==> config.mk <==
export PLATFORM = sky130hd
export DESIGN_NAME = dxt1_block_decoder
export DESIGN_NICKNAME = d
export VERILOG_FILES = /design/src/design/dxt1_pkg.sv /design/src/design/dxt1_block_decoder.sv /design/src/design/dxt1_palette.sv
export SDC_FILE = /design/constraint.sdc
export NUM_CORES = 1
export LEC_CHECK = 0
export BUFFER_PORTS_ARGS = -buffer_cell sky130_fd_sc_hd__buf_2
export CAP_MARGIN = 25
export CORE_MARGIN = 2
export CORE_UTILIZATION = 35
export DETAILED_ROUTE_END_ITERATION = 8
export PLACE_DENSITY = 0.53
export SETUP_SLACK_MARGIN = 0.05
export SLEW_MARGIN = 0
export SYNTH_ARGS = -nofsm -noshare
export SYNTH_HDL_FRONTEND = slang
export SYNTH_HIERARCHICAL = 1
export SYNTH_SLANG_ARGS = --single-unit
==> constraint.sdc <==
create_clock -name clk -period 18.6 [get_ports clk]
set_input_delay 0.93 -clock clk [delete_from_list [all_inputs] [get_ports clk]]
set_output_delay 0.93 -clock clk [all_outputs]
set_load 0.01 [all_outputs]
==> src/design/dxt1_pkg.sv <==
// ----------------------------------------------------------------------------
// dxt1_pkg
// Shared types, constants and helper functions for the DXT1 block decoder.
// ----------------------------------------------------------------------------
`default_nettype none

package dxt1_pkg;

  // pixels in one 4x4 block and width of a pixel position
  localparam int unsigned PixelsPerBlock = 16;
  localparam int unsigned PosW           = $clog2(PixelsPerBlock);
  localparam logic [PosW-1:0] LastPos    = PosW'(PixelsPerBlock - 1);

  // alpha codes
  localparam logic [7:0] AlphaOpaque = 8'd255;
  localparam logic [7:0] AlphaClear  = 8'd0;

  // reciprocal of 3 in fixed point, exact floor for sums up to 765
  localparam int unsigned Recip3      = 683;
  localparam int unsigned Recip3Shift = 11;

  // reciprocal of 31 in fixed point, exact floor for numerators up to 7920
  localparam int unsigned Recip31      = 8457;
  localparam int unsigned Recip31Shift = 18;

  // reciprocal of 63 in fixed point, exact floor for numerators up to 16096
  localparam int unsigned Recip63      = 16645;
  localparam int unsigned Recip63Shift = 20;

  // one compressed block transaction
  typedef struct packed {
    logic [15:0] endpoint_a;
    logic [15:0] endpoint_b;
    logic [31:0] index_bits;
  } block_t;

  // one decoded pixel transaction
  typedef struct packed {
    logic [7:0]      red;
    logic [7:0]      green;
    logic [7:0]      blue;
    logic [7:0]      alpha;
    logic [PosW-1:0] pixel_position;
    logic            last_pixel;
  } pixel_t;

  // one palette entry
  typedef struct packed {
    logic [7:0] red;
    logic [7:0] green;
    logic [7:0] blue;
    logic [7:0] alpha;
  } color_t;

  // 5-bit to 8-bit expansion, round(v*255/31) as (v*255+15)/31
  function automatic logic [7:0] expand5(input logic [4:0] v);
    logic [12:0] x;
    logic [26:0] prod;
    x    = 13'(v) * 13'd255 + 13'd15;
    prod = 27'(x) * 27'(Recip31);
    return 8'(prod >> Recip31Shift);
  endfunction

  // 6-bit to 8-bit expansion, round(v*255/63) as (v*255+31)/63
  function automatic logic [7:0] expand6(input logic [5:0] v);
    logic [13:0] x;
    logic [28:0] prod;
    x    = 14'(v) * 14'd255 + 14'd31;
    prod = 29'(x) * 29'(Recip63);
    return 8'(prod >> Recip63Shift);
  endfunction

  // truncating divide by 3 of a sum below 768
  function automatic logic [7:0] div3(input logic [9:0] x);
    logic [19:0] prod;
    prod = 20'(x) * 20'(Recip3);
    return 8'(prod >> Recip3Shift);
  endfunction

endpackage

`default_nettype wire

==> src/design/dxt1_block_decoder.sv <==
// ----------------------------------------------------------------------------
// dxt1_block_decoder
// Decodes one DXT1 block into sixteen RGBA pixels in row-major order.
// ----------------------------------------------------------------------------
//  channel  direction  payload   handshake
//  block    in         block_t   block_valid / block_stall
//  pixel    out        pixel_t   pixel_valid / pixel_stall
//
//  A block is held in an input register and one pixel per cycle is decoded
//  into the output register, unless pixel_stall holds the output.
//  The next block is taken in the cycle the sixteenth pixel enters the
//  output register, so blocks follow with no gap.
//  A block is first taken into the input register; its first pixel then enters the output register.
//  Reset (rst, synchronous) empties both registers; pixel_stall only freezes.
// ----------------------------------------------------------------------------
`default_nettype none

module dxt1_block_decoder (
  input  wire logic              clk,
  input  wire logic              rst,
  input  wire logic              block_valid,
  output logic                   block_stall,
  input  wire dxt1_pkg::block_t  block_data,
  output logic                   pixel_valid,
  input  wire logic              pixel_stall,
  output dxt1_pkg::pixel_t       pixel_data
);
  import dxt1_pkg::*;

  block_t           blk;
  logic             blk_full;
  logic [PosW-1:0]  cnt;
  color_t [3:0]     palette;
  logic [1:0]       sel;
  pixel_t           pix_next;
  logic             advance;
  logic             at_last;
  logic             block_accept;

  // palette from the held block
  dxt1_palette u_palette (
    .endpoint_a (blk.endpoint_a),
    .endpoint_b (blk.endpoint_b),
    .palette    (palette)
  );

  // handshake control
  assign advance      = blk_full && (!pixel_valid || !pixel_stall);
  assign at_last      = cnt == LastPos;
  assign block_stall  = blk_full && !(advance && at_last);
  assign block_accept = block_valid && !block_stall;

  // pixel selection
  always_comb begin
    sel                     = blk.index_bits[{cnt, 1'b0} +: 2];
    pix_next.red            = palette[sel].red;
    pix_next.green          = palette[sel].green;
    pix_next.blue           = palette[sel].blue;
    pix_next.alpha          = palette[sel].alpha;
    pix_next.pixel_position = cnt;
    pix_next.last_pixel     = at_last;
  end

  // control registers
  always_ff @(posedge clk) begin
    if (rst) begin
      blk_full    <= 1'b0;
      cnt         <= '0;
      pixel_valid <= 1'b0;
    end else begin
      if (block_accept) begin
        blk_full <= 1'b1;
      end else if (advance && at_last) begin
        blk_full <= 1'b0;
      end
      if (advance) begin
        cnt         <= cnt + 1'b1;
        pixel_valid <= 1'b1;
      end else if (!pixel_stall) begin
        pixel_valid <= 1'b0;
      end
    end
  end

  // payload registers
  always_ff @(posedge clk) begin
    if (block_accept) begin
      blk <= block_data;
    end
    if (advance) begin
      pixel_data <= pix_next;
    end
  end

endmodule

`default_nettype wire

==> src/design/dxt1_palette.sv <==
// ----------------------------------------------------------------------------
// dxt1_palette
// Builds the four-entry RGBA palette from the two RGB565 endpoints.
// ----------------------------------------------------------------------------
`default_nettype none

module dxt1_palette (
  input  wire logic [15:0]               endpoint_a,
  input  wire logic [15:0]               endpoint_b,
  output dxt1_pkg::color_t [3:0]         palette
);
  import dxt1_pkg::*;

  logic [7:0] ea [3];
  logic [7:0] eb [3];
  logic [7:0] mix2 [3];
  logic [7:0] mix3 [3];
  logic       four_color;

  // endpoint expansion to 8 bits per channel
  always_comb begin
    ea[0] = expand5(endpoint_a[15:11]);
    ea[1] = expand6(endpoint_a[10:5]);
    ea[2] = expand5(endpoint_a[4:0]);
    eb[0] = expand5(endpoint_b[15:11]);
    eb[1] = expand6(endpoint_b[10:5]);
    eb[2] = expand5(endpoint_b[4:0]);
  end

  assign four_color = endpoint_a > endpoint_b;

  // interpolated entries per channel
  always_comb begin
    for (int ch = 0; ch < 3; ch++) begin
      if (four_color) begin
        mix2[ch] = div3((10'(ea[ch]) << 1) + 10'(eb[ch]));
        mix3[ch] = div3(10'(ea[ch]) + (10'(eb[ch]) << 1));
      end else begin
        mix2[ch] = 8'((9'(ea[ch]) + 9'(eb[ch])) >> 1);
        mix3[ch] = 8'd0;
      end
    end
  end

  // palette assembly
  always_comb begin
    palette[0] = '{red: ea[0], green: ea[1], blue: ea[2], alpha: AlphaOpaque};
    palette[1] = '{red: eb[0], green: eb[1], blue: eb[2], alpha: AlphaOpaque};
    palette[2] = '{red: mix2[0], green: mix2[1], blue: mix2[2], alpha: AlphaOpaque};
    palette[3] = '{red: mix3[0], green: mix3[1], blue: mix3[2],
                   alpha: four_color ? AlphaOpaque : AlphaClear};
  end

endmodule

`default_nettype wire
# Word level (Yosys, flattened, before mapping)

Index checks and enable logic that the tools add are counted.

$add $sub $neg: 16
Multipliers: 18
Order comparisons: 2
Eq/ne operators: 2
Shift operators: 1
Multiplexer cells: 13
Reductions and logical operators: 10

Operator list:

| cell                                                                          | number |
|---|---|
| 10-bit by 10-bit multiplier with 19-bit output (second input constant)        | 6 |
| 13-bit by 14-bit multiplier with 26-bit output (second input constant)        | 4 |
| 32-bit binary-select mux with 2-bit select                                    | 1 |
| 14-bit by 15-bit multiplier with 28-bit output (second input constant)        | 2 |
| 8-bit two-way mux                                                             | 7 |
| 13-bit by 4-bit adder with 13-bit output (second input constant)              | 4 |
| 5-bit by 8-bit multiplier with 13-bit output (second input constant)          | 4 |
| 32-bit two-way mux                                                            | 1 |
| 32-bit by 6-bit indexed part select with 2-bit output                         | 1 |
| 8-bit by 9-bit adder with 10-bit output                                       | 3 |
| 9-bit by 8-bit adder with 10-bit output                                       | 3 |
| 14-bit by 5-bit adder with 14-bit output (second input constant)              | 2 |
| 6-bit by 8-bit multiplier with 14-bit output (second input constant)          | 2 |
| 8-bit by 8-bit adder with 9-bit output                                        | 3 |
| 16-bit > comparator                                                           | 1 |
| 4-bit by 1-bit adder with 4-bit output (second input constant)                | 1 |
| 4-bit == test (second input constant)                                         | 1 |
| 1-bit logical AND                                                             | 4 |
| 1-bit logical NOT                                                             | 4 |
| 1-bit two-way mux                                                             | 4 |
| 2-bit by 3-bit less-than comparator with 1-bit output (second input constant) | 1 |
| 2-bit by 1-bit inequality test with 1-bit output (second input constant)      | 1 |
| 2-bit nonzero test                                                            | 1 |
| 1-bit logical OR                                                              | 1 |

Register bits after elaboration: 107
Input bits: 68

# Longest topological paths before layout

Depth in word-level cells: 9
Depth in mapped cells: 61
Mapped depth without buffers: 61

# Cells and area by module

The synthesis kept the hierarchy.

Modules (own cells, without submodules):

| module             | times used | cells each | area each (um2) | seq. area each (um2) |
|---|---|---|---|---|
| dxt1_palette       | 1          | 3,059      | 27,908.0        | 0.0 |
| dxt1_block_decoder | 1          | 352        | 4,797.1         | 3,153.0 |

# Worst setup path before layout

OpenSTA, ideal clock, no wires.

Path type: register -> register
From: register blk[53] in the netlist's numbering
To: register pixel_data[28] in the netlist's numbering (data pin)
Arrival time: 13.898 ns
Path slack: 4.546 ns
Stages on the path, launching flop included: 59
Buffers on the path: 0
Period minus slack after synthesis: 14.054 ns
Cells stage by stage: edfxtp_1 inv_1 fa_1 inv_1 fa_1 inv_1 fa_1 inv_1 ha_1 ha_1 or3_1 a311oi_2 o311ai_1 a21o_1 a21oi_2 xnor2_2 and2_1 ha_1 (+23 left out) inv_1 fa_1 inv_1 fa_1 inv_1 ha_1 a21o_1 a21o_1 a21oi_1 nand4_1 o311ai_0 o311ai_0 a31oi_1 xnor2_1 or2_2 mux2i_1 nand3_1 a32oi_1

RTL lines:

| what                   | RTL line                 | RTL |
|---|---|---|
| from (decl)            | dxt1_block_decoder.sv:30 | `block_t blk;` |
| from (signal assigned) | dxt1_block_decoder.sv:88 | `blk <= block_data;` |
| to (signal assigned)   | dxt1_block_decoder.sv:91 | `pixel_data <= pix_next;` |
| to (decl)              | dxt1_block_decoder.sv:26 | `output dxt1_pkg::pixel_t pixel_data` |

==> reports/metrics.yaml <==
post-route-period-util_pct: 83.8
clock_latency_ns: 0.45
synthMuxAreaShare_pct: 1.24
ys_types: 110
period_minus_slack_ns: 15.59
cts.path.max_buffers: 2
pin_count: 107
ys_top_cells_by_count: "948 x ha_1, 552 x inv_1, 260 x fa_1"
routed_wl_um: 74000
cts_tree: "done"
critPathLaunchType: "register"
slew_violations: 0
hold_viol_final: 0
synth_most_common_cell: "ha_1"
htreeDepth: 3
nFillCells: 9506
cts_inserted_buffers: 9
use_met3_pct: 1.69
multi_input_area_sq_um: 27000
drc: 0
syn_inst: 3411
die_w_um: 310
antenna_found_initial: 3
crit_path_end_kind: "register"
syn-cell-area_sq_um: 32700
synthAdderAreaFrac_pct: 52.2
finClkSkew_ns: 0.0468
regArea_sq_um: 3150
drive_gt1_share_pct: 6.39
vias_per_cell: 4.95
avgSynthCellArea_sq_um: 9.59
status: "complete, no violations"
clock-sinks: 107
start_util_pct: 35.2
synthArstFlopShare_pct: 0
drtPass1Iterations: 5
worst-slew-pin-transition_ns: 0.917
postPlaceCellArea_sq_um: 34500
relSlewSlack_pct: 38.5
wire_per_inst_um: 15.6
dp_hpwl_um: 63500
use_met1_pct: 21.8
hold_buffers: 0
max_stage_delay_ns: 0.65
crit_arrival_ns: 15.72
synth_seq_cells: 107
vias: 23500
cp_max_fo: 10
cap_violations: 0
ys.flop_type: "edfxtp_1"
synth_top_area_share_pct: 36.3
die_h_um: 310
postCtsSetupRepairBufs: 0
ys_seq_area_share_pct: 9.64
crit_slowest_cell: "edfxtp_1"
fin_area_sq_um: 34800
grt_usage_pct: 16.0
synth_top_family_by_area: "adder cells"
synth-compound-area-share_pct: 12.8
drtIter0Drc: 1034
yosys_warnings: 6
grt-ovfl-total: 0
nets: 4760
synth-simple-area-share_pct: 9.18
synth-xor-area-share_pct: 6.84
antenna_left: 0
cts_resized: 0
row_count: 112
die-area_sq_um: 95900
synthTopCellsByArea: "ha_1 36%, fa_1 16%, edfxtp_1 9.3%"
met2_usage_pct: 27.4
synth_edf_count: 101
cts_root_buffer: "clkbuf_16"
setup-tns-final_ns: 0
path_clk_slew_ns: 0.11
yosys.area.top_type: "ha_1"
grt_pass1_vias: 23900
hold_class: "register to register"
synthToLayoutAreaGrowth_pct: 6.41
grt_first_pass_wirelength_um: 124000
grt_max_degree: 65
critPathRequiredTime_ns: 18.73
rsz0062_at_grt: "false"
diodes: 0
fmax_ghz: 0.0641
top_usage_layer: "met2"
gp_congestion: 0.830
fp.coreArea_sq_um: 92900
setup_violations: 0
crit_type: "register to register"
io_buffers: 106
==> cell usage in the layout, fill, tap and decap left out, types with 13 or more instances in the layout <==
cell / netlist / final
ha_1: 948 / 948
inv_1: 552 / 552
fa_1: 260 / 260
xnor2_1: 158 / 158
a21oi_1: 148 / 148
nand3_1: 138 / 138
nor2_1: 126 / 126
buf_2: 11 / 106
edfxtp_1: 101 / 101
nand2_1: 84 / 84
xor2_1: 83 / 83
a21o_1: 80 / 80
o21ai_0: 67 / 67
a31oi_1: 51 / 51
nor3_1: 47 / 47
o21bai_1: 36 / 35
a32oi_1: 32 / 32
and2_1: 30 / 29
nor2b_1: 25 / 24
conb_1: 1 / 24
and3_1: 23 / 23
o21a_1: 21 / 20
mux2i_1: 19 / 19
nand4_1: 19 / 19
nand2b_1: 18 / 18
o31ai_1: 16 / 16
or3_1: 16 / 15
buf_4: 33 / 14
a211oi_1: 14 / 14
or2_2: 13 / 13
==> worst paths after layout <==
kind | start | to | slack (ns) | depth (start not counted)
setup / recovery | blk[53] | pixel_data[28] | 3.01 | 59
hold / removal | pixel_valid | pixel_valid | 0.52 | 2
setup reg to reg | blk[53] | pixel_data[28] | 3.01 | 59
hold reg to reg | pixel_valid | pixel_valid | 0.52 | 2
==> state kept, by name, indices dropped and copies added, names as in the netlist <==
signal       cells
pixel_valid      1
blk             64
blk_full         1
cnt              4
pixel_data      37
==> through the flow <==
stage | utilization [%] | hold slack (ns) | std cells | worst slack (ns)
final | 37.5 | 0.519 | 4743 | 3.01
after global routing | 37.5 | 0.551 | 4743 | 1.87
after global placement | 37.1 | 0.472 | 4727 | 3.19
after floorplan | - | 0.406 | 3434 | 4.55
after detailed placement | 37.1 | 0.472 | 4727 | 2.92
after CTS | 37.5 | 0.520 | 4743 | 2.84
==> per-layer routing <==
layer  vias to the layer above  share of wire, %  routed length [um]
li1                      12100                 -                   -
met1                     11000                49               36100
met2                       289                47               34600
met3                        44               3.2                2340
met4                         2               1.3                 929
met5                         -             0.018                  13
==> layout make-up <==
class	instances	share of cell area [%]
Tap cell	1254	4.51
Clock buffer	9	0.647
Clock inverter	7	0.270
Timing Repair Buffer	120	1.83
Inverter	556	6.00
Sequential cell	107	9.06
Multi-Input combinational cell	2690	77.7
==> worst max-delay path, delay by kind of cell, from the launching register on <==
kind / cells / cell delay, ns
AOI/OAI and AO/OA: 16 / 3.32
xor gates and xnor gates: 6 / 2.01
adders and majority gates: 18 / 6.87
buffers and inverters: 10 / 0.74
DFF: 1 / 0.65
and+or+nand+nor: 9 / 1.70
==> logic make-up (layout without fill, tap and decap cells) <==
group,after synthesis,count (layout)
compound gates,595,595
xor+xnor,247,247
fa+ha+maj,1210,1210
buf+inv,637,692
flops,107,107
mux,31,31
other cells,1,24
simple gates,583,583
Power is left out: the tool's default activity adds up to more than one toggle a clock period on the data nets, which glitch-free logic cannot reach.
